File: src/hdl/vteq_pkg.sv
// Shared types and codes for the virtual time event queue.
`timescale 1ns / 1ps
`default_nettype none

package vteq_pkg;

  localparam int unsigned TOKEN_W = 6;
  localparam int unsigned TIME_W  = 31;
  localparam int unsigned TAG_W   = 8;
  localparam int unsigned ARG_W   = 32;

  typedef enum logic [1:0] {
    REQ_SCHED  = 2'd0,
    REQ_CANCEL = 2'd1,
    REQ_POP    = 2'd2
  } vteq_req_t;

  typedef enum logic [1:0] {
    STAT_OK    = 2'd0,
    STAT_FULL  = 2'd1,
    STAT_EMPTY = 2'd2
  } vteq_status_t;

  typedef enum logic [1:0] {
    S_IDLE,
    S_SCAN,
    S_LAST,
    S_FIN
  } vteq_state_t;

  typedef struct packed {
    logic [1:0]              req_type;
    logic [TIME_W-1:0]       event_time;
    logic [TAG_W-1:0]        handler_id;
    logic signed [ARG_W-1:0] event_arg;
    logic [TOKEN_W-1:0]      token;
  } vteq_in_t;

  typedef struct packed {
    logic [1:0]              status;
    logic [TOKEN_W-1:0]      slot_token;
    logic [TIME_W-1:0]       fire_time;
    logic [TAG_W-1:0]        fire_handler;
    logic signed [ARG_W-1:0] fire_arg;
    logic [TIME_W-1:0]       current_time;
  } vteq_out_t;

endpackage

`default_nettype wire

File: src/hdl/virtual_time_event_queue.sv
// Virtual time event queue: slot table, sequential earliest-event scan, result register.
//
// Usage: one request word enters on in_valid/in_ready and exactly one result word
// leaves on out_valid/out_ready. Schedule stores the event in the next unused slot
// and returns that slot as a token; slots are never reused, so the queue reports
// full after SLOTS schedules. Cancel clears a handed-out token. Pop returns the
// alive event with the lowest time (lowest slot on ties) and moves the virtual
// clock to its time, or reports empty.
// Schedule and cancel register their result in the cycle after acceptance.
// A pop walks the used slots through one comparator, one slot per cycle, out of
// the registered read port of the slot memories, then passes S_LAST and S_FIN
// before its result is registered; with no slot in use a pop is answered like a cancel.
// Throughput: one request at a time; in_ready is high only while no pop is in
// progress and the result register is free or being emptied.
// Reset: clears the slot fill count, the virtual clock and the handshake state;
// slot contents need no clearing because only slots below the fill count are read.
// Stall: a result waits in the output register until out_ready; a finished pop
// holds its result inside until the register frees up.
`timescale 1ns / 1ps
`default_nettype none

module virtual_time_event_queue
  import vteq_pkg::*;
#(
  parameter int unsigned SLOTS = 64
) (
  input  wire logic      clk,
  input  wire logic      rst_n,
  input  wire logic      in_valid,
  output logic           in_ready,
  input  wire vteq_in_t  in_data,
  output logic           out_valid,
  input  wire logic      out_ready,
  output vteq_out_t      out_data
);

  localparam int unsigned AW = $clog2(SLOTS);
  localparam int unsigned UW = $clog2(SLOTS + 1);
  localparam int unsigned XW = (UW > TOKEN_W) ? UW : TOKEN_W;

  logic [TIME_W-1:0] slot_time_mem    [SLOTS];
  logic [TAG_W-1:0]  slot_handler_mem [SLOTS];
  logic [ARG_W-1:0]  slot_arg_mem     [SLOTS];
  logic              slot_alive_mem   [SLOTS];

  vteq_state_t       state_r, state_nxt;
  logic [AW-1:0]     rd_idx_r, rd_idx_nxt;
  logic [UW-1:0]     used_r, used_nxt;
  logic [TIME_W-1:0] now_r, now_nxt;
  logic              out_valid_r, out_valid_nxt;
  vteq_out_t         out_data_r, out_data_nxt;

  logic              chk_vld_r;
  logic [AW-1:0]     chk_idx_r;
  logic [TIME_W-1:0] rd_time_r;
  logic [TAG_W-1:0]  rd_handler_r;
  logic [ARG_W-1:0]  rd_arg_r;
  logic              rd_alive_r;

  logic              found_r;
  logic [AW-1:0]     best_idx_r;
  logic [TIME_W-1:0] best_time_r;
  logic [TAG_W-1:0]  best_handler_r;
  logic [ARG_W-1:0]  best_arg_r;
  logic              take_best;

  logic              out_free;
  logic              scan_issue;
  logic              data_we;
  logic              alive_we;
  logic [AW-1:0]     alive_wa;
  logic              alive_wd;
  logic [XW-1:0]     tok_x;
  logic [XW-1:0]     used_x;
  vteq_out_t         res;

  assign out_valid = out_valid_r;
  assign out_data  = out_data_r;
  assign out_free  = !out_valid_r || out_ready;
  assign tok_x     = XW'(in_data.token);
  assign used_x    = XW'(used_r);
  assign take_best = chk_vld_r && rd_alive_r && (!found_r || (rd_time_r < best_time_r));

  always_comb begin
    state_nxt     = state_r;
    rd_idx_nxt    = rd_idx_r;
    used_nxt      = used_r;
    now_nxt       = now_r;
    out_valid_nxt = out_valid_r && !out_ready;
    out_data_nxt  = out_data_r;
    in_ready      = 1'b0;
    scan_issue    = 1'b0;
    data_we       = 1'b0;
    alive_we      = 1'b0;
    alive_wa      = '0;
    alive_wd      = 1'b0;
    res           = '0;
    res.current_time = now_r;
    unique case (state_r)
      S_IDLE: begin
        in_ready = out_free;
        if (in_valid && out_free) begin
          unique case (in_data.req_type)
            REQ_SCHED: begin
              if (used_r == UW'(SLOTS)) begin
                res.status = STAT_FULL;
              end else begin
                data_we        = 1'b1;
                alive_we       = 1'b1;
                alive_wa       = AW'(used_r);
                alive_wd       = 1'b1;
                used_nxt       = used_r + UW'(1);
                res.slot_token = TOKEN_W'(used_r);
              end
            end
            REQ_CANCEL: begin
              if (tok_x < used_x) begin
                alive_we = 1'b1;
                alive_wa = tok_x[AW-1:0];
                alive_wd = 1'b0;
              end
            end
            REQ_POP: begin
              if (used_r == '0) begin
                res.status = STAT_EMPTY;
              end else begin
                state_nxt  = S_SCAN;
                rd_idx_nxt = '0;
              end
            end
            default: ;
          endcase
          if (state_nxt == S_IDLE) begin
            out_valid_nxt = 1'b1;
            out_data_nxt  = res;
          end
        end
      end
      S_SCAN: begin
        scan_issue = 1'b1;
        if (rd_idx_r == AW'(used_r - UW'(1))) begin
          state_nxt = S_LAST;
        end else begin
          rd_idx_nxt = rd_idx_r + AW'(1);
        end
      end
      S_LAST: begin
        state_nxt = S_FIN;
      end
      S_FIN: begin
        if (out_free) begin
          if (found_r) begin
            res.fire_time    = best_time_r;
            res.fire_handler = best_handler_r;
            res.fire_arg     = best_arg_r;
            res.current_time = best_time_r;
            now_nxt          = best_time_r;
            alive_we         = 1'b1;
            alive_wa         = best_idx_r;
            alive_wd         = 1'b0;
          end else begin
            res.status = STAT_EMPTY;
          end
          out_valid_nxt = 1'b1;
          out_data_nxt  = res;
          state_nxt     = S_IDLE;
        end
      end
      default: state_nxt = S_IDLE;
    endcase
  end

  always_ff @(posedge clk) begin
    if (!rst_n) begin
      state_r     <= S_IDLE;
      rd_idx_r    <= '0;
      used_r      <= '0;
      now_r       <= '0;
      out_valid_r <= 1'b0;
      chk_vld_r   <= 1'b0;
      found_r     <= 1'b0;
    end else begin
      state_r     <= state_nxt;
      rd_idx_r    <= rd_idx_nxt;
      used_r      <= used_nxt;
      now_r       <= now_nxt;
      out_valid_r <= out_valid_nxt;
      chk_vld_r   <= scan_issue;
      if (state_r == S_IDLE) begin
        found_r <= 1'b0;
      end else if (take_best) begin
        found_r <= 1'b1;
      end
    end
  end

  always_ff @(posedge clk) begin
    out_data_r <= out_data_nxt;
    chk_idx_r  <= rd_idx_r;
    if (take_best) begin
      best_idx_r     <= chk_idx_r;
      best_time_r    <= rd_time_r;
      best_handler_r <= rd_handler_r;
      best_arg_r     <= rd_arg_r;
    end
  end

  always_ff @(posedge clk) begin
    if (data_we) begin
      slot_time_mem[AW'(used_r)]    <= in_data.event_time;
      slot_handler_mem[AW'(used_r)] <= in_data.handler_id;
      slot_arg_mem[AW'(used_r)]     <= in_data.event_arg;
    end
    rd_time_r    <= slot_time_mem[rd_idx_r];
    rd_handler_r <= slot_handler_mem[rd_idx_r];
    rd_arg_r     <= slot_arg_mem[rd_idx_r];
  end

  always_ff @(posedge clk) begin
    if (alive_we) begin
      slot_alive_mem[alive_wa] <= alive_wd;
    end
    rd_alive_r <= slot_alive_mem[rd_idx_r];
  end

endmodule

`default_nettype wire
File: config.mk
export PLATFORM = sky130hd
export DESIGN_NAME = virtual_time_event_queue
export DESIGN_NICKNAME = d
export VERILOG_FILES = /design/src/hdl/vteq_pkg.sv /design/src/hdl/virtual_time_event_queue.sv
export SDC_FILE = /design/constraint.sdc
export NUM_CORES = 2
export LEC_CHECK = 0
export BUFFER_PORTS_ARGS = -buffer_cell sky130_fd_sc_hd__buf_2
export CORE_ASPECT_RATIO = 1.2
export CORE_MARGIN = 2
export CORE_UTILIZATION = 25
export DETAILED_ROUTE_END_ITERATION = 6
export RECOVER_POWER = 50
export SKIP_LAST_GASP = 1
export SLEW_MARGIN = 20
export SYNTH_ARGS = -nofsm -noshare
export SYNTH_HDL_FRONTEND = slang
export SYNTH_MEMORY_MAX_BITS = 65536
export SYNTH_SLANG_ARGS = --single-unit
File: constraint.sdc
create_clock -name clk -period 16.41 [get_ports clk]
set_input_delay 2.4615 -clock clk [delete_from_list [all_inputs] [get_ports clk]]
set_output_delay 2.4615 -clock clk [all_outputs]
set_load 0.005 [all_outputs]
Yosys cells after proc, flatten, opt, wreduce, memory -nomap -nowiden
Memories as Yosys holds them, arrays and structs flattened. A register that Yosys moved wholly into a read port is not among the register bits.
Cells that the tools add are included.
{ "op_classes": {"order_cmp": 2, "n_reduce_logical": 21, "n_addsub": 3, "bitwise": 2, "n_mux": 50, "eq_ne": 14} }
{ "op_table": {"columns": ["cell", "n"], "rows": [
  ["two-way mux 110 bit", 3],
  ["case mux 110 bit (2 select lines)", 1],
  ["two-way mux 102 bit", 1],
  ["two-way mux 6 bit", 10],
  ["case mux 6 bit (2 select lines)", 3],
  ["< comparator 31 bit", 1],
  ["two-way mux 1 bit", 18],
  ["two-way mux 2 bit", 9],
  ["inequality test 2 bit (second input constant)", 6],
  ["case mux 2 bit (4 select lines)", 1],
  ["AND reduction 4 bit", 2],
  ["adder 7 x 1 -> 7 bit (second input constant)", 1],
  ["equality test 7 bit (second input constant)", 1],
  ["logical NOT 7 bit", 1],
  ["< comparator 6 x 7 -> 1 bit", 1],
  ["adder 6 x 1 -> 6 bit (second input constant)", 1],
  ["equality test 2 bit (second input constant)", 3],
  ["equality test 6 bit", 1],
  ["logical NOT 2 bit", 3],
  ["case mux 1 bit (2 select lines)", 3],
  ["AND reduction 3 bit", 2],
  ["subtractor 6 x 1 -> 6 bit (second input constant)", 1],
  ["AND reduction 5 bit", 1],
  ["equality test 2 x 1 -> 1 bit (second input constant)", 2],
  ["other kinds (8)", 16]
]} }
{ "totals": {"register_bits": 242, "input_bits": 83, "mem_count": 4, "out_inout_bits": 112, "word_cells": 114, "mem_bits_rw": 4608} }
{ "memory_table": {"columns": ["name", "words", "width", "rd", "rd_ports_with_merged_regs", "write_ports", "line", "source"], "rows": [
  ["slot_arg_mem", 64, 32, 1, 1, 1, "virtual_time_event_queue.sv:43", "logic [ARG_W-1:0] slot_arg_mem [SLOTS];"],
  ["slot_time_mem", 64, 31, 1, 1, 1, "virtual_time_event_queue.sv:41", "logic [TIME_W-1:0] slot_time_mem [SLOTS];"],
  ["slot_handler_mem", 64, 8, 1, 1, 1, "virtual_time_event_queue.sv:42", "logic [TAG_W-1:0] slot_handler_mem [SLOTS];"],
  ["slot_alive_mem", 64, 1, 1, 1, 1, "virtual_time_event_queue.sv:44", "logic slot_alive_mem [SLOTS];"]
]} }

Logic depth before layout (Yosys ltp)
{ "depth": {"ltp_word": 9, "mapped_depth": 11, "mapped_depth_nobuf": 9} }

Worst setup path before layout
No wires, ideal clock.
{ "synth_timing": {"kind": "input -> register", "from": "input in_data[78] in the netlist's numbering", "to": "register out_data_r, in the netlist out_data[0], enable pin", "setup_time_ns": 0.616, "cell_stages": 5, "slack_ns": 7.499, "n_path_buf": 0, "t_required_ns": 15.794, "arrival_ns": 8.295, "cell_sequence": "nor2b_1 -> o31ai_1 -> and2_1 -> nand4_1 -> a21oi_1"} }
{ "synth_via": {"elab_chain_cells": 7} }
{ "synth_lines": {"columns": ["element", "line", "source"], "rows": [
  ["start, declared", "virtual_time_event_queue.sv:31", "input wire vteq_in_t in_data,"],
  ["equality test 2 bit", "virtual_time_event_queue.sv:103", "unique case (in_data.req_type)"],
  ["two-way mux 2 bit", "virtual_time_event_queue.sv:103", null],
  ["two-way mux 2 bit", "virtual_time_event_queue.sv:102", "if (in_valid && out_free) begin"],
  ["two-way mux 2 bit", "virtual_time_event_queue.sv:99", "unique case (state_r)"],
  ["logical NOT 2 bit", "virtual_time_event_queue.sv:133", "if (state_nxt == S_IDLE) begin"],
  ["inequality test 2 bit (no source line)", null, null],
  ["AND reduction 4 bit (no source line)", null, null],
  ["end signal, assigned", "virtual_time_event_queue.sv:198", "out_data_r <= out_data_nxt;"],
  ["end, declared", "virtual_time_event_queue.sv:51", "vteq_out_t out_data_r, out_data_nxt;"]
]} }
No other way between the ends. The select of a mux whose other input is x is not followed.
A chain may end at the register's enable or synchronous reset.

==> results.cfg <==
[timing]
timing.fmax_ghz = 0.102
timing.final.setup_violations = 0
hold_viol = 0
fin_worst_hold_slack_ns = 0.403
final_max_slew_viol_count = 5051
rsz_0062_raised_after_global_routing = false
worst_slew_pin_slew_ns = 7.08
worst_case_headroom_to_the_max_slew_limit_pct = -372
post-route-period-util_pct = 60.0
fin_crit_ns = 9.84
setup_tns_ns = 0
clock_skews_ns = 0.0864

[worst_setup_path]
critical-path-max-stage-delay_ns = 4.86
critical_path.reg2reg.endpoint = rd_time_r[1]$_DFF_P_
regToRegStartpoint = rd_idx_r[0]$_SDFFE_PN0P_
arrival_ns = 10.69
crit_type = register to register
setup_slack_reg_to_reg_ns = 6.57
crit_start = rd_idx_r[0]$_SDFFE_PN0P_
capturing_instance_or_port_of_the_critical_path = rd_time_r[1]$_DFF_P_
critical_path.slowest_cell = sky130_fd_sc_hd__clkbuf_1
critical_path.startpoint_type = register
element_type_at_the_critical_path_end = register
timing.critical_path.cells = clkbuf_1 > buf_4 > buf_4 > mux4_2 > mux4_2 > o22ai_1 > nor2_1
worstRegToRegCells = 7
crit_fanout = 78
timing.critical_path.required_ns = 17.27

[cells_and_area]
nets = 8421
finish.utilization_pct = 28.9
syn_to_final_growth_pct = 15.1
area.sequential_mm2 = 0.147
final_layout_size_suffix_gt1_share_pct = 28.3
fillers = 72100
multi_input_comb_area_mm2 = 0.0384

[clock_tree]
tritoncts.num_buffers = 431
tritoncts = yes
cts_max_level = 5
holdBufCountCts = 0
cts_setup_buffers = 0
insertion_delay_ns = 1.06
post_cts_resized = 0
clkSlewWorstSetupHoldPaths_ns = 0.07
clock-root-buffer = sky130_fd_sc_hd__clkbuf_16
cts.path.max_buffers = 4
cts_sink_cnt = 4922

[logic_synthesis]
yosysSeqAreaShare_pct = 78.6
most_instantiated_flip_flop_cell_in_the_synthesis_netlist = sky130_fd_sc_hd__edfxtp_1
synthAdderAreaFrac_pct = 0.282
synth_edf_count = 4795
synth_top_family_by_area = multiplexers
mappedNetlistArea_mm2 = 0.186
synth.ff_latch_count = 4922
netlist_instances = 7827
synth_simple_gate_area_share_pct = 1.17
postSynth.asyncResetShare_pct = 0
yosys.cell_types.count = 69
post_synth.cell_area_avg_um2 = 23.8
share_of_the_synthesized_area_in_compound_gates_ao_oa_aoi_oai_pct = 1.46
synthMuxAreaShare_pct = 17.3
synth_fp_nets = 7952
synth_xor_xnor_area_share_pct = 0.0658
ys_warn_count = 0

[power]
leakage_power_nw = 63.2
cellPowerDensity_mw_per_mm2 = 115
peak_ir_drop_on_the_vdd_network_mv = 0.0946

[global_route]
grt_start_max_net_pins = 144
gr-total-overflow = 0
grt_pass1_vias = 86400
grt_usage_pct = 12.7
antenna_found_initial = 68
grt_pass1_wl_um = 689000

[run]
number_of_max_cap_violations = 85

[drt]
route.antenna.remaining_nets = 0
drt-initial-drc-count = 10200
wire_per_inst_um = 26.7
route.vias.total = 85700
drc = 0
drt_pass1_iterations = 6
routed_wirelength_um = 497000
post_detailed_route_via_to_cell_ratio = 4.60

[floorplan]
die_height_um = 950
fp.dieArea_mm2 = 0.752
initial_standard_cell_utilization_of_the_core_pct = 25.1
design.core.area_mm2 = 0.743
die-width_um = 792
num_rows = 347
ios = 195

[run_status]
result_of_the_run = complete, but fails checks
violated_checks = capacitance limit, slew limit

[placed_design]
port_buffer_count = 194
routability_congestion = 0.762
hpwlAfterDp_um = 285000

[min_path]
type_of_the_tightest_min_delay_check = register to register
per-stage QoR:
| stage | setup slack (ns) | power, W | std cells | instance area (um2) |
|---|---|---|---|---|
| 6_report | 6.57 | 0.0246 | 18600 | 214000 |
| 5_1_grt | 5.37 | 0.0252 | 18600 | 214000 |
| 4_1_cts | 10.11 | 0.0248 | 18600 | 215000 |
| 3_5_place_dp | 9.03 | 0.0146 | 17800 | 201000 |
| 3_3_place_gp | 9.00 | 0.0146 | 17800 | 201000 |
| 2_1_floorplan | 7.50 | 0.0143 | 7827 | 186000 |
placed cells by master (no fill, tap or decap), types with 23 or more instances in the layout:
cell / n
sky130_fd_sc_hd__nand2_1: 98
sky130_fd_sc_hd__ha_1: 42
sky130_fd_sc_hd__nor2_4: 69
sky130_fd_sc_hd__inv_1: 46
sky130_fd_sc_hd__clkbuf_16: 439
sky130_fd_sc_hd__a22oi_1: 146
sky130_fd_sc_hd__nor3_1: 50
sky130_fd_sc_hd__clkinv_1: 80
sky130_fd_sc_hd__mux4_2: 1368
sky130_fd_sc_hd__o22ai_1: 73
sky130_fd_sc_hd__nor2_1: 153
sky130_fd_sc_hd__clkbuf_1: 178
sky130_fd_sc_hd__and3_1: 48
sky130_fd_sc_hd__diode_2: 23
sky130_fd_sc_hd__dfxtp_1: 125
sky130_fd_sc_hd__clkinv_2: 78
sky130_fd_sc_hd__a21o_1: 40
sky130_fd_sc_hd__a21oi_1: 52
sky130_fd_sc_hd__buf_2: 149
sky130_fd_sc_hd__bufinv_16: 36
sky130_fd_sc_hd__edfxtp_1: 4795
sky130_fd_sc_hd__mux2i_1: 146
sky130_fd_sc_hd__buf_4: 201
cell families after synthesis:
logic type                 count (synthesis)
muxes                                   1514
buffers and inverters                    466
and+or+nand+nor                          484
xor gates and xnor gates                  14
DFF                                     4922
AOI/OAI and AO/OA                        385
adders and majority gates                 42
how the worst min path moves through the flow:
stage               slack, ns                       end  cells after the start                startpoint
finish                   0.40  best_arg_r[16]$_DFFE_PP_                      0      rd_arg_r[16]$_DFF_P_
global route             0.41  best_arg_r[16]$_DFFE_PP_                      0      rd_arg_r[16]$_DFF_P_
CTS                      0.40   best_idx_r[1]$_DFFE_PP_                      0      chk_idx_r[1]$_DFF_P_
detailed placement       0.39   best_idx_r[1]$_DFFE_PP_                      0      chk_idx_r[1]$_DFF_P_
global placement         0.39   best_idx_r[4]$_DFFE_PP_                      0      chk_idx_r[4]$_DFF_P_
floorplan                0.33      chk_idx_r[2]$_DFF_P_                      0  rd_idx_r[2]$_SDFFE_PN0P_
flip-flops by register name, indices dropped and copies added, names as in the netlist, 2 cells and up:
register,cells
rd_time_r,31
now_r,31
rd_handler_r,8
best_idx_r,6
rd_idx_r,6
slot_arg_mem,2048
chk_idx_r,6
slot_alive_mem,64
best_arg_r,32
slot_handler_mem,512
best_time_r,31
rd_arg_r,32
state_r,2
used_r,7
best_handler_r,8
slot_time_mem,1984
out_data,110
report_power, final:
part	switching (W)	internal [W]	leakage (nW)
Combinational	0.000345	0.000129	12.1
Clock	0.00463	0.00558	6.84
Sequential	0.0000277	0.0139	44.3
cells in the mapped netlist, types with 11 or more instances:
| cell type | number | area share, % |
|---|---|---|
| sky130_fd_sc_hd__a21o_1 | 40 | 0.16 |
| sky130_fd_sc_hd__a21oi_1 | 53 | 0.14 |
| sky130_fd_sc_hd__a22oi_1 | 146 | 0.59 |
| sky130_fd_sc_hd__and3_1 | 48 | 0.16 |
| sky130_fd_sc_hd__buf_1 | 27 | 0.054 |
| sky130_fd_sc_hd__buf_2 | 145 | 0.39 |
| sky130_fd_sc_hd__buf_4 | 13 | 0.052 |
| sky130_fd_sc_hd__clkbuf_1 | 230 | 0.46 |
| sky130_fd_sc_hd__dfxtp_1 | 127 | 1.4 |
| sky130_fd_sc_hd__edfxtp_1 | 4795 | 77 |
| sky130_fd_sc_hd__ha_1 | 42 | 0.28 |
| sky130_fd_sc_hd__inv_1 | 47 | 0.095 |
| sky130_fd_sc_hd__mux2i_1 | 146 | 0.78 |
| sky130_fd_sc_hd__mux4_2 | 1368 | 17 |
| sky130_fd_sc_hd__nand2_1 | 100 | 0.20 |
| sky130_fd_sc_hd__nand3_1 | 17 | 0.046 |
| sky130_fd_sc_hd__nand4_1 | 11 | 0.037 |
| sky130_fd_sc_hd__nor2_1 | 222 | 0.45 |
| sky130_fd_sc_hd__nor3_1 | 50 | 0.13 |
| sky130_fd_sc_hd__o21ai_0 | 12 | 0.032 |
| sky130_fd_sc_hd__o22ai_1 | 73 | 0.25 |
| sky130_fd_sc_hd__xnor2_1 | 13 | 0.061 |
final cells by class:
type | instances | area share (%)
clock buffers | 547 | 5.40
repair buffers | 453 | 1.34
multi-input cells | 2439 | 17.9
diodes | 23 | 0.0268
clock inverters | 241 | 1.13
well taps | 9946 | 5.80
inverters | 49 | 0.0892
flip-flops and latches | 4922 | 68.3
worst max-delay path: cells and delay by family (launching register included):
| kind | cells | cell delay [ns] |
|---|---|---|
| AOI/OAI and AO/OA | 1 | 0.35 |
| buffers and inverters | 3 | 6.84 |
| DFF | 1 | 0.77 |
| muxes | 2 | 1.16 |
| and+or+nand+nor | 1 | 0.19 |
per-layer routing:
layer | vias up | part of all wire [%] | global-route usage (%)
met5 | - | 0.046 | 0
met4 | 36 | 2.3 | 2.79
met3 | 623 | 7.8 | 2.51
met2 | 3328 | 50 | 22.1
met1 | 47200 | 39 | 16.5
li1 | 34500 | - | -
(Power assumes the default switching activity.)
